### src/hdl/atds_pkg.sv
// shared types and constants of the grade averaging and ranking block
package atds_pkg;

  localparam int GRADE_W = 10;
  localparam int AVG_W   = 10;
  localparam int IDX_W   = 6;
  localparam int SUM_W   = 18;
  localparam logic [SUM_W-1:0] SUM_LIMIT = {SUM_W{1'b1}};

  typedef struct packed {
    logic [AVG_W-1:0] avg;
    logic [IDX_W-1:0] idx;
  } rec_t;

  typedef enum logic [3:0] {
    S_IDLE,
    S_DIV_INIT,
    S_DIV_RUN,
    S_STORE,
    S_SORT_RD_I,
    S_SORT_LD_I,
    S_SORT_RD_J,
    S_SORT_CMP_J,
    S_SORT_WB_I,
    S_OUT_RD,
    S_OUT_LOAD,
    S_OUT_HOLD
  } state_e;

  typedef struct packed {
    logic accept;
    logic div_init;
    logic div_step;
    logic store;
    logic rd_i;
    logic ld_i;
    logic rd_j;
    logic cmp_j;
    logic j_next;
    logic wb_i;
    logic i_next;
    logic rd_k;
    logic ld_out;
    logic k_next;
    logic clear_total;
  } cmd_t;

  typedef struct packed {
    logic closing;
    logic div_done;
    logic eoc_pend;
    logic j_eq_i;
    logic j_last;
    logic i_last;
    logic k_last;
  } sts_t;

endpackage

### src/hdl/atds_ctrl.sv
// sequencer for accumulation, division, exchange sort and result output
module atds_ctrl (
  input  logic           clk_i,
  input  logic           rst_ni,
  input  logic           in_valid_i,
  input  logic           out_stall_i,
  input  atds_pkg::sts_t sts_i,
  output atds_pkg::cmd_t cmd_o,
  output logic           in_stall_o,
  output logic           out_valid_o
);
  import atds_pkg::*;

  state_e state_q, state_d;

  always_ff @(posedge clk_i or negedge rst_ni) begin
    if (!rst_ni) begin
      state_q <= S_IDLE;
    end else begin
      state_q <= state_d;
    end
  end

  always_comb begin
    state_d = state_q;
    unique case (state_q)
      S_IDLE: begin
        if (in_valid_i && sts_i.closing) state_d = S_DIV_INIT;
      end
      S_DIV_INIT: state_d = S_DIV_RUN;
      S_DIV_RUN: begin
        if (sts_i.div_done) state_d = S_STORE;
      end
      S_STORE: state_d = sts_i.eoc_pend ? S_SORT_RD_I : S_IDLE;
      S_SORT_RD_I: state_d = S_SORT_LD_I;
      S_SORT_LD_I: state_d = S_SORT_RD_J;
      S_SORT_RD_J: begin
        if (!sts_i.j_eq_i) begin
          state_d = S_SORT_CMP_J;
        end else if (sts_i.j_last) begin
          state_d = S_SORT_WB_I;
        end
      end
      S_SORT_CMP_J: state_d = sts_i.j_last ? S_SORT_WB_I : S_SORT_RD_J;
      S_SORT_WB_I: state_d = sts_i.i_last ? S_OUT_RD : S_SORT_RD_I;
      S_OUT_RD: state_d = S_OUT_LOAD;
      S_OUT_LOAD: state_d = S_OUT_HOLD;
      S_OUT_HOLD: begin
        if (!out_stall_i) state_d = sts_i.k_last ? S_IDLE : S_OUT_RD;
      end
      default: state_d = S_IDLE;
    endcase
  end

  always_comb begin
    cmd_o       = '0;
    in_stall_o  = 1'b1;
    out_valid_o = 1'b0;
    unique case (state_q)
      S_IDLE: begin
        in_stall_o    = 1'b0;
        cmd_o.accept  = in_valid_i;
      end
      S_DIV_INIT: cmd_o.div_init = 1'b1;
      S_DIV_RUN: cmd_o.div_step = 1'b1;
      S_STORE: cmd_o.store = 1'b1;
      S_SORT_RD_I: cmd_o.rd_i = 1'b1;
      S_SORT_LD_I: cmd_o.ld_i = 1'b1;
      S_SORT_RD_J: begin
        if (!sts_i.j_eq_i) begin
          cmd_o.rd_j = 1'b1;
        end else if (!sts_i.j_last) begin
          cmd_o.j_next = 1'b1;
        end
      end
      S_SORT_CMP_J: begin
        cmd_o.cmp_j  = 1'b1;
        cmd_o.j_next = !sts_i.j_last;
      end
      S_SORT_WB_I: begin
        cmd_o.wb_i   = 1'b1;
        cmd_o.i_next = !sts_i.i_last;
      end
      S_OUT_RD: cmd_o.rd_k = 1'b1;
      S_OUT_LOAD: cmd_o.ld_out = 1'b1;
      S_OUT_HOLD: begin
        out_valid_o = 1'b1;
        if (!out_stall_i) begin
          cmd_o.k_next      = !sts_i.k_last;
          cmd_o.clear_total = sts_i.k_last;
        end
      end
      default: begin
        cmd_o = '0;
      end
    endcase
  end

endmodule

### src/hdl/atds_dp.sv
// accumulator, restoring divider, record memory and sort/output counters
module atds_dp #(
  parameter int MAX_STUDENTS = 64,
  parameter int MAX_GRADES   = 255
) (
  input  logic                          clk_i,
  input  logic                          rst_ni,
  input  logic [atds_pkg::GRADE_W-1:0]  grade_i,
  input  logic                          end_of_student_i,
  input  logic                          end_of_class_i,
  input  atds_pkg::cmd_t                cmd_i,
  output atds_pkg::sts_t                sts_o,
  output logic [atds_pkg::IDX_W-1:0]    student_index_o,
  output logic [atds_pkg::AVG_W-1:0]    average_o,
  output logic                          last_result_o
);
  import atds_pkg::*;

  localparam int CW  = $clog2(MAX_GRADES + 1);
  localparam int TW  = $clog2(MAX_STUDENTS + 1);
  localparam int IW  = $clog2(MAX_STUDENTS);
  localparam int DCW = $clog2(SUM_W);

  logic [SUM_W-1:0] sum_q, sum_d;
  logic [CW-1:0]    count_q, count_d;
  logic [TW-1:0]    total_q, total_d;
  logic             eoc_pend_q;

  // accumulation
  logic [SUM_W:0] sum_ext;
  assign sum_ext = {1'b0, sum_q} + (SUM_W + 1)'(grade_i);

  always_comb begin
    sum_d   = sum_q;
    count_d = count_q;
    total_d = total_q;
    if (cmd_i.accept && (count_q < CW'(MAX_GRADES))) begin
      sum_d   = (sum_ext > {1'b0, SUM_LIMIT}) ? SUM_LIMIT : sum_ext[SUM_W-1:0];
      count_d = count_q + CW'(1);
    end
    if (cmd_i.store) begin
      sum_d   = '0;
      count_d = '0;
      if (total_q != TW'(MAX_STUDENTS)) total_d = total_q + TW'(1);
    end
    if (cmd_i.clear_total) total_d = '0;
  end

  // restoring divider, one quotient bit per cycle
  logic [SUM_W-1:0] quo_q;
  logic [CW-1:0]    rem_q;
  logic [DCW-1:0]   div_cnt_q;
  logic [CW:0]      trial;
  logic             fits;

  assign trial = {rem_q, quo_q[SUM_W-1]};
  assign fits  = trial >= {1'b0, count_q};

  always_ff @(posedge clk_i) begin
    if (cmd_i.div_init) begin
      quo_q <= sum_q;
      rem_q <= '0;
    end else if (cmd_i.div_step) begin
      quo_q <= {quo_q[SUM_W-2:0], fits};
      rem_q <= fits ? CW'(trial - {1'b0, count_q}) : CW'(trial);
    end
  end

  logic [AVG_W-1:0] avg_val;
  assign avg_val = (count_q == '0) ? '0 : quo_q[AVG_W-1:0];

  // loop counters
  logic [IW-1:0] i_q, j_q, k_q;

  always_ff @(posedge clk_i or negedge rst_ni) begin
    if (!rst_ni) begin
      sum_q      <= '0;
      count_q    <= '0;
      total_q    <= '0;
      eoc_pend_q <= 1'b0;
      div_cnt_q  <= '0;
      i_q        <= '0;
      j_q        <= '0;
      k_q        <= '0;
    end else begin
      sum_q   <= sum_d;
      count_q <= count_d;
      total_q <= total_d;
      if (cmd_i.accept) eoc_pend_q <= end_of_class_i;
      if (cmd_i.div_init) begin
        div_cnt_q <= '0;
      end else if (cmd_i.div_step) begin
        div_cnt_q <= div_cnt_q + DCW'(1);
      end
      if (cmd_i.store) begin
        i_q <= '0;
        k_q <= '0;
      end else if (cmd_i.i_next) begin
        i_q <= i_q + IW'(1);
      end else if (cmd_i.k_next) begin
        k_q <= k_q + IW'(1);
      end
      if (cmd_i.ld_i) begin
        j_q <= '0;
      end else if (cmd_i.j_next) begin
        j_q <= j_q + IW'(1);
      end
    end
  end

  // record memory, one write and one registered read port
  rec_t          mem [MAX_STUDENTS];
  rec_t          rdata_q;
  rec_t          held_q;
  rec_t          wdata;
  logic [IW-1:0] waddr, raddr;
  logic          we, re, swap;
  logic          full;

  assign full = total_q == TW'(MAX_STUDENTS);
  assign swap = held_q.avg > rdata_q.avg;

  always_comb begin
    we    = 1'b0;
    waddr = i_q;
    wdata = held_q;
    if (cmd_i.store) begin
      we        = !full;
      waddr     = total_q[IW-1:0];
      wdata.avg = avg_val;
      wdata.idx = IDX_W'(total_q);
    end else if (cmd_i.cmp_j) begin
      we    = swap;
      waddr = j_q;
    end else if (cmd_i.wb_i) begin
      we = 1'b1;
    end
  end

  assign re    = cmd_i.rd_i | cmd_i.rd_j | cmd_i.rd_k;
  assign raddr = cmd_i.rd_j ? j_q : (cmd_i.rd_k ? k_q : i_q);

  always_ff @(posedge clk_i) begin
    if (we) mem[waddr] <= wdata;
    if (re) rdata_q <= mem[raddr];
  end

  always_ff @(posedge clk_i) begin
    if (cmd_i.ld_i) begin
      held_q <= rdata_q;
    end else if (cmd_i.cmp_j && swap) begin
      held_q <= rdata_q;
    end
  end

  // result register
  logic [IDX_W-1:0] out_idx_q;
  logic [AVG_W-1:0] out_avg_q;
  logic             out_last_q;

  always_ff @(posedge clk_i) begin
    if (cmd_i.ld_out) begin
      out_idx_q  <= rdata_q.idx;
      out_avg_q  <= rdata_q.avg;
      out_last_q <= sts_o.k_last;
    end
  end

  assign student_index_o = out_idx_q;
  assign average_o       = out_avg_q;
  assign last_result_o   = out_last_q;

  always_comb begin
    sts_o          = '0;
    sts_o.closing  = end_of_student_i | end_of_class_i;
    sts_o.div_done = div_cnt_q == DCW'(SUM_W - 1);
    sts_o.eoc_pend = eoc_pend_q;
    sts_o.j_eq_i   = j_q == i_q;
    sts_o.j_last   = (TW'(j_q) + TW'(1)) == total_q;
    sts_o.i_last   = (TW'(i_q) + TW'(1)) == total_q;
    sts_o.k_last   = (TW'(k_q) + TW'(1)) == total_q;
  end

endmodule

### src/hdl/average_then_descending_sort_top.sv
// top level of the grade averaging and descending ranking block
//
// input channel: one grade per transfer, with end_of_student marking a
// student's last grade and end_of_class marking the class's last grade
// (it also closes the open student). output channel: one record per stored
// student, highest average first, last_result set on the final transfer.
// a grade that closes nothing is accepted straight from idle. a closing
// grade passes through the transfer, divider load, the steps of the
// bit-serial restoring divider, and the store into the record memory;
// the divider takes the largest share. after a class end the exchange
// sort runs over n records, its time set by the single read port of the
// record memory (each record is fetched, then compared in its own state).
// output then steps through read, load and hold states for each record.
// in_stall_o is high throughout division, sort and output.
// while out_stall_i is high the current record and its valid stay put.
// reset clears the accumulators and the student count; the record memory
// is not cleared, as only written entries are ever read.
module average_then_descending_sort_top #(
  parameter int MAX_STUDENTS = 64,
  parameter int MAX_GRADES   = 255
) (
  input  logic                         clk_i,
  input  logic                         rst_ni,
  input  logic                         in_valid_i,
  output logic                         in_stall_o,
  input  logic [atds_pkg::GRADE_W-1:0] grade_i,
  input  logic                         end_of_student_i,
  input  logic                         end_of_class_i,
  output logic                         out_valid_o,
  input  logic                         out_stall_i,
  output logic [atds_pkg::IDX_W-1:0]   student_index_o,
  output logic [atds_pkg::AVG_W-1:0]   average_o,
  output logic                         last_result_o
);
  import atds_pkg::*;

  // command and status between sequencer and datapath
  cmd_t cmd;
  sts_t sts;

  atds_ctrl u_ctrl (
    .clk_i       (clk_i),
    .rst_ni      (rst_ni),
    .in_valid_i  (in_valid_i),
    .out_stall_i (out_stall_i),
    .sts_i       (sts),
    .cmd_o       (cmd),
    .in_stall_o  (in_stall_o),
    .out_valid_o (out_valid_o)
  );

  atds_dp #(
    .MAX_STUDENTS (MAX_STUDENTS),
    .MAX_GRADES   (MAX_GRADES)
  ) u_dp (
    .clk_i            (clk_i),
    .rst_ni           (rst_ni),
    .grade_i          (grade_i),
    .end_of_student_i (end_of_student_i),
    .end_of_class_i   (end_of_class_i),
    .cmd_i            (cmd),
    .sts_o            (sts),
    .student_index_o  (student_index_o),
    .average_o        (average_o),
    .last_result_o    (last_result_o)
  );

endmodule

### config.mk
export PLATFORM = sky130hd
export DESIGN_NAME = average_then_descending_sort_top
export DESIGN_NICKNAME = d
export VERILOG_FILES = /design/src/hdl/atds_pkg.sv /design/src/hdl/atds_ctrl.sv /design/src/hdl/atds_dp.sv /design/src/hdl/average_then_descending_sort_top.sv
export SDC_FILE = /design/constraint.sdc
export NUM_CORES = 2
export LEC_CHECK = 0
export ABC_AREA = 1
export CORE_ASPECT_RATIO = 1.2
export CORE_UTILIZATION = 55
export DETAILED_ROUTE_END_ITERATION = 12
export DONT_BUFFER_PORTS = 1
export PLACE_DENSITY_LB_ADDON = 0.08
export REMOVE_ABC_BUFFERS = 1
export SYNTH_ARGS = -nofsm -noshare
export SYNTH_HDL_FRONTEND = slang
export SYNTH_SLANG_ARGS = --single-unit
### constraint.sdc
create_clock -name clk_i -period 4.8 [get_ports clk_i]
set_input_delay 0.24 -clock clk_i [delete_from_list [all_inputs] [get_ports clk_i]]
set_output_delay 0.24 -clock clk_i [all_outputs]
set_load 0.02 [all_outputs]
==> tab_implementation.tex <==
\begin{tabular}{lr}
\hline
Metric & Value \\
\hline
\multicolumn{2}{l}{\textbf{Worst setup path}} \\
\quad Critical path capture point type & flop \\
\quad Startpoint of the worst-slack reg-to-reg timing path & u\_dp.j\_q[0]\$\_DFFE\_PN0P\_ \\
\quad Critical register-to-register path endpoint & u\_dp.rdata\_q[8]\$\_DFFE\_PP\_ \\
\quad Data arrival, critical path & 4530 ps \\
\quad Required @ worst endpoint & 5240 ps \\
\quad Launching element type of the critical path & flop \\
\quad Setup slack, reg-to-reg & approximately 710 ps \\
\quad Top fanout value on the critical path & 48 \\
\quad Startpoint-to-endpoint class of the critical path & reg2reg \\
\quad Worst Reg-to-Reg Cells & 15 \\
\multicolumn{2}{l}{\textbf{Synth}} \\
\quad Top post-synthesis cells by area & sky130\_fd\_sc\_hd\_\_edfxtp\_1, sky130\_fd\_sc\_hd\_\_nand3\_1, sky130\_fd\_sc\_hd\_\_nand2\_1, sky130\_fd\_sc\_hd\_\_inv\_1, sky130\_fd\_sc\_hd\_\_dfrtp\_1 \\
\quad Async set-or-reset flop fraction in the synthesized netlist & around 5.3\% \\
\quad Share of the yosys chip area belonging to registers & between 60\% and 70\% \\
\quad Number of synthesized flops with an enable pin & $\sim$1100 \\
\quad Mean area per synthesized cell & 9.956 sq um \\
\quad Post-synthesis instance area & approximately 53000 sq um \\
\quad Synthesis warning total & 0 \\
\quad Yosys cell types & 43 \\
\quad Gate count after technology mapping & roughly 5300 \\
\quad Top FF cell, synth & sky130\_fd\_sc\_hd\_\_edfxtp\_1 \\
\quad Cell accounting for the most synthesized area & sky130\_fd\_sc\_hd\_\_edfxtp\_1 \\
\quad Area share of the leading cell type in the synthesized netlist & 62.23\% \\
\quad Synthesized flop and latch total & roughly 1200 \\
\multicolumn{2}{l}{\textbf{Power and ir drop}} \\
\quad Cell-internal power & between 20 and 25 mW \\
\quad Net switching power & approximately 13 mW \\
\quad Power share of the sequential group & between 30\% and 40\% \\
\quad Clock group share of total power & a little over a quarter \\
\quad Total power after layout & 33.42 mW \\
\quad Maximum vdd drop & $\sim$0.00057 V \\
\quad Combinational share of power & a little over a third \\
\quad Leakage power total & approximately 25 nW \\
\quad Total power divided by cell area & roughly 570 nW/um\^{}2 \\
\quad Switching share of power & 37.88\% \\
\multicolumn{2}{l}{\textbf{Timing}} \\
\quad Maximum achievable frequency & between 0.2 and 0.25 GHz \\
\quad Hold slack final & 78.48 ps \\
\quad Max-slew headroom & 12.13\% \\
\quad Unrepaired setup endpoints after global routing & false \\
\quad Worst-margin pin slew & about 1300 ps \\
\quad Max Slew Vio Count & 0 \\
\quad Final Hold Vio Count & 0 \\
\quad Min cycle time layout & between 4000 and 5000 ps \\
\quad Final setup vio count & 0 \\
\quad Final Cycle Share & around 85\% \\
\quad Worst clock skew on the final layout & between 20 and 30 ps \\
\multicolumn{2}{l}{\textbf{Placed design}} \\
\quad Global placer's final weighted congestion & between 0.9 and 1 \\
\quad Buffers added on ports & 0 \\
\quad Sum of net half-perimeters after detailed placement & just under 90000 um \\
\multicolumn{2}{l}{\textbf{Route}} \\
\quad Final antenna-violating net count & 0 \\
\quad Wirelength per Cell & around 22 um \\
\quad Residual DRC count & 0 \\
\quad Final wirelength & $\sim$150000 um \\
\quad Detailed-routing iteration count for the pre-antenna-repair pass & 6 \\
\quad Via-per-instance ratio & roughly 5.6 \\
\quad Via total after detailed routing & approximately 37000 \\
\quad Detailed Route Iter0 Violations & $\sim$3700 \\
\multicolumn{2}{l}{\textbf{Clocking}} \\
\quad Number of buffers added by the clock tree synthesis step & around 120 \\
\quad Number of cells upsized or downsized after cts & 0 \\
\quad Total number of H-tree levels & 3 \\
\quad Clock network latency to the later pin of the worst-skew pair & $\sim$700 ps \\
\quad TritonCTS clock tree & done \\
\quad Total of hold buffers inserted after clock tree synthesis & 16 \\
\quad Clk sink count & around 1200 \\
\quad Max Buffers Root-to-Sink & 3 \\
\quad Clock tree root driver cell & sky130\_fd\_sc\_hd\_\_clkbuf\_16 \\
\quad Postcts setup bufs & 0 \\
\quad Worst-path clk slew & around 60 ps \\
\multicolumn{2}{l}{\textbf{Layout}} \\
\quad Fill cell total of the finished layout & $\sim$7600 \\
\quad Number of nets at the end of the flow & between 5000 and 6000 \\
\quad Layout area overhead & 11.23\% \\
\quad Fraction of layout instances using a drive strength above 1 & under 10\% \\
\quad Diode insertion count for antenna repair & 0 \\
\multicolumn{2}{l}{\textbf{Global routing}} \\
\quad Global-route wire length before repair & 221100 um \\
\quad Leftover overflow at the end of global routing & 0 \\
\quad Global router's overall resource usage & a little under a third \\
\quad Number of antenna violations at the first check in global routing & 0 \\
\quad Vias in the first global route & between 30000 and 40000 \\
\quad Maximum number of pins on one net before global-route repair & 94 \\
\multicolumn{2}{l}{\textbf{Floorplan}} \\
\quad Die Footprint & between 90000 and 100000 sq um \\
\quad Die Y & approximately 340 um \\
\quad Core box area & 94340 sq um \\
\quad Site Rows & 123 \\
\quad Die W & $\sim$280 um \\
\quad Initial core utilization & around 56\% \\
\quad Number of top-level pins & 35 \\
\multicolumn{2}{l}{\textbf{Job}} \\
\quad Number of max-capacitance violations reported & 0 \\
\multicolumn{2}{l}{\textbf{Status}} \\
\quad Outcome & finished clean \\
\multicolumn{2}{l}{\textbf{Hold path}} \\
\quad Count of cells along the worst hold path & 4 \\
\quad End point of the most critical hold path & u\_ctrl.state\_q[0]\$\_DFFE\_PN0P\_ \\
\quad Origin of the worst min-delay path & end\_of\_student\_i \\
\quad Class of the tightest hold or removal check & in2reg \\
\hline
\end{tabular}
-- placed cells by master, fill, tap and decap left out, types with 4 or more instances in the layout --
cell and count:
sky130_fd_sc_hd__dlygate4sd3_1 15, sky130_fd_sc_hd__nor3_1 15, sky130_fd_sc_hd__nand4_1 24, sky130_fd_sc_hd__xnor2_1 7, sky130_fd_sc_hd__buf_4 142, sky130_fd_sc_hd__nor2_4 6
sky130_fd_sc_hd__clkbuf_1 28, sky130_fd_sc_hd__xor2_1 25, sky130_fd_sc_hd__ha_1 37, sky130_fd_sc_hd__o21ai_0 83, sky130_fd_sc_hd__nand2_1 1209, sky130_fd_sc_hd__inv_2 5
sky130_fd_sc_hd__dfrtp_1 61, sky130_fd_sc_hd__clkinv_2 22, sky130_fd_sc_hd__o21ai_4 5, sky130_fd_sc_hd__nand2_2 10, sky130_fd_sc_hd__bufinv_16 10, sky130_fd_sc_hd__clkinv_1 30
sky130_fd_sc_hd__inv_1 1096, sky130_fd_sc_hd__nor2_2 4, sky130_fd_sc_hd__a21oi_1 35, sky130_fd_sc_hd__clkbuf_16 116, sky130_fd_sc_hd__dfxtp_1 8, sky130_fd_sc_hd__buf_12 30
sky130_fd_sc_hd__edfxtp_1 1091, sky130_fd_sc_hd__nand3_1 1133, sky130_fd_sc_hd__o211ai_1 4, sky130_fd_sc_hd__o22ai_1 9, sky130_fd_sc_hd__a31oi_1 8, sky130_fd_sc_hd__nor2_1 126
-- per-layer routing --
layer	part of all wire [%]	global-route usage [%]	wire (um)
met5	0	0	0
met1	41	42.18	60720
met3	8.1	4.452	11960
met2	47	48.90	69380
met4	3.9	12.46	5738
-- stage by stage --
| stage | setup slack [ps] | cells | utilization (%) | cell area (sq um) | setup TNS (ps) |
|---|---|---|---|---|---|
| after global routing | 580.6 | 6687 | 62.07 | 58560 | 0 |
| after detailed placement | 823.6 | 6458 | 58.03 | 54750 | 0 |
| after floorplan | -5555 | 5036 | - | 51350 | -88620 |
| final | 709.0 | 6687 | 62.07 | 58560 | 0 |
| after CTS | 811.7 | 6687 | 62.07 | 58560 | 0 |
| after global placement | 845.6 | 6458 | 58.03 | 54750 | 0 |
-- worst max-delay path, stage by stage (launching register included) --
cell	delay [ps]
sky130_fd_sc_hd__dfrtp_1	530
sky130_fd_sc_hd__inv_2	130
sky130_fd_sc_hd__nand2_1	80
sky130_fd_sc_hd__nand2_1	60
sky130_fd_sc_hd__nor2_1	120
sky130_fd_sc_hd__nand3_2	210
sky130_fd_sc_hd__nand3_4	160
sky130_fd_sc_hd__buf_4	530
sky130_fd_sc_hd__buf_4	710
sky130_fd_sc_hd__nand3_1	150
sky130_fd_sc_hd__nand3_1	140
sky130_fd_sc_hd__nand3_1	150
sky130_fd_sc_hd__nand3_1	120
sky130_fd_sc_hd__nand3_1	280
sky130_fd_sc_hd__nand3_1	290
sky130_fd_sc_hd__nand2_1	90
-- synthesized netlist by cell type (2+ instances only) --
master / count
sky130_fd_sc_hd__buf_4: 38
sky130_fd_sc_hd__dfrtp_1: 61
sky130_fd_sc_hd__o21ai_1: 3
sky130_fd_sc_hd__a31oi_1: 8
sky130_fd_sc_hd__o2111ai_1: 2
sky130_fd_sc_hd__fa_1: 2
sky130_fd_sc_hd__buf_2: 151
sky130_fd_sc_hd__xnor2_1: 7
sky130_fd_sc_hd__dfxtp_1: 8
sky130_fd_sc_hd__nor2_1: 134
sky130_fd_sc_hd__o21ai_0: 85
sky130_fd_sc_hd__edfxtp_1: 1091
sky130_fd_sc_hd__nor4_1: 3
sky130_fd_sc_hd__buf_6: 3
sky130_fd_sc_hd__ha_1: 37
sky130_fd_sc_hd__nand3b_1: 3
sky130_fd_sc_hd__o211ai_1: 4
sky130_fd_sc_hd__inv_2: 6
sky130_fd_sc_hd__nand3_1: 1134
sky130_fd_sc_hd__nand4_1: 24
sky130_fd_sc_hd__o22ai_1: 9
sky130_fd_sc_hd__buf_1: 6
sky130_fd_sc_hd__nand2_1: 1218
sky130_fd_sc_hd__nor2_2: 2
sky130_fd_sc_hd__clkbuf_1: 54
sky130_fd_sc_hd__nand2_4: 2
sky130_fd_sc_hd__nand2_2: 3
sky130_fd_sc_hd__a21oi_1: 35
sky130_fd_sc_hd__inv_1: 1097
sky130_fd_sc_hd__nand3_2: 2
sky130_fd_sc_hd__nor3_1: 15
sky130_fd_sc_hd__o21ai_2: 4
sky130_fd_sc_hd__or2_2: 3
sky130_fd_sc_hd__xor2_1: 25
-- worst max-delay path by stage --
stage	slack [ps]	depth (start not counted)	end	start
2_1_floorplan	-5560	11	u_dp.rdata_q[11]$_DFFE_PP_	u_ctrl.state_q[3]$_DFFE_PN0P_
3_3_place_gp	850	15	u_dp.rdata_q[8]$_DFFE_PP_	u_dp.j_q[0]$_DFFE_PN0P_
3_5_place_dp	820	15	u_dp.rdata_q[8]$_DFFE_PP_	u_dp.j_q[0]$_DFFE_PN0P_
4_1_cts	810	15	u_dp.rdata_q[8]$_DFFE_PP_	u_dp.j_q[0]$_DFFE_PN0P_
5_1_grt	580	15	u_dp.rdata_q[8]$_DFFE_PP_	u_dp.j_q[2]$_DFFE_PN0P_
6_report	710	15	u_dp.rdata_q[8]$_DFFE_PP_	u_dp.j_q[0]$_DFFE_PN0P_
-- layout make-up --
cell class,count,area (sq um),share of cell area [%]
timing repair buffer,188,1844,3.149
multi-input combinational,2772,12920,22.06
clock inverter,66,588.1,1.004
tap,1250,1564,2.671
clock buffer,147,3049,5.207
inverter,1104,4148,7.083
sequential,1160,34450,58.83
-- cell families (layout without fill, tap and decap cells) --
logic type	after synthesis	count (layout)	synth area share, %
buffers and inverters	1356	1505	10.34
adders and majority gates	39	39	0.9554
xor gates and xnor gates	32	32	0.5324
DFF	1160	1160	65.43
AOI/OAI and AO/OA	155	155	1.600
and+or+nand+nor	2546	2546	21.14
-- power by group through the flow --
stage	registers [mW]	clock network (mW)	logic, mW
2_1_floorplan	13.1	0	7.61
3_3_place_gp	13.1	0	11.4
3_5_place_dp	13.1	0	11.5
4_1_cts	12.9	8.93	11.6
5_1_grt	13.0	9.31	12.6
6_report	12.9	8.83	11.7
-- flip-flops by register name, indices dropped and copies added (netlist names), 7 cells and up --
register,count
u_dp.rdata_q,16
u_dp.held_q,16
u_dp.rem_q,8
u_dp.sum_q,18
u_dp.average_o,10
u_dp.count_q,8
u_dp.quo_q,18
u_dp.mem,1024
u_dp.total_q,7
Power figures use the tool's default switching activity.
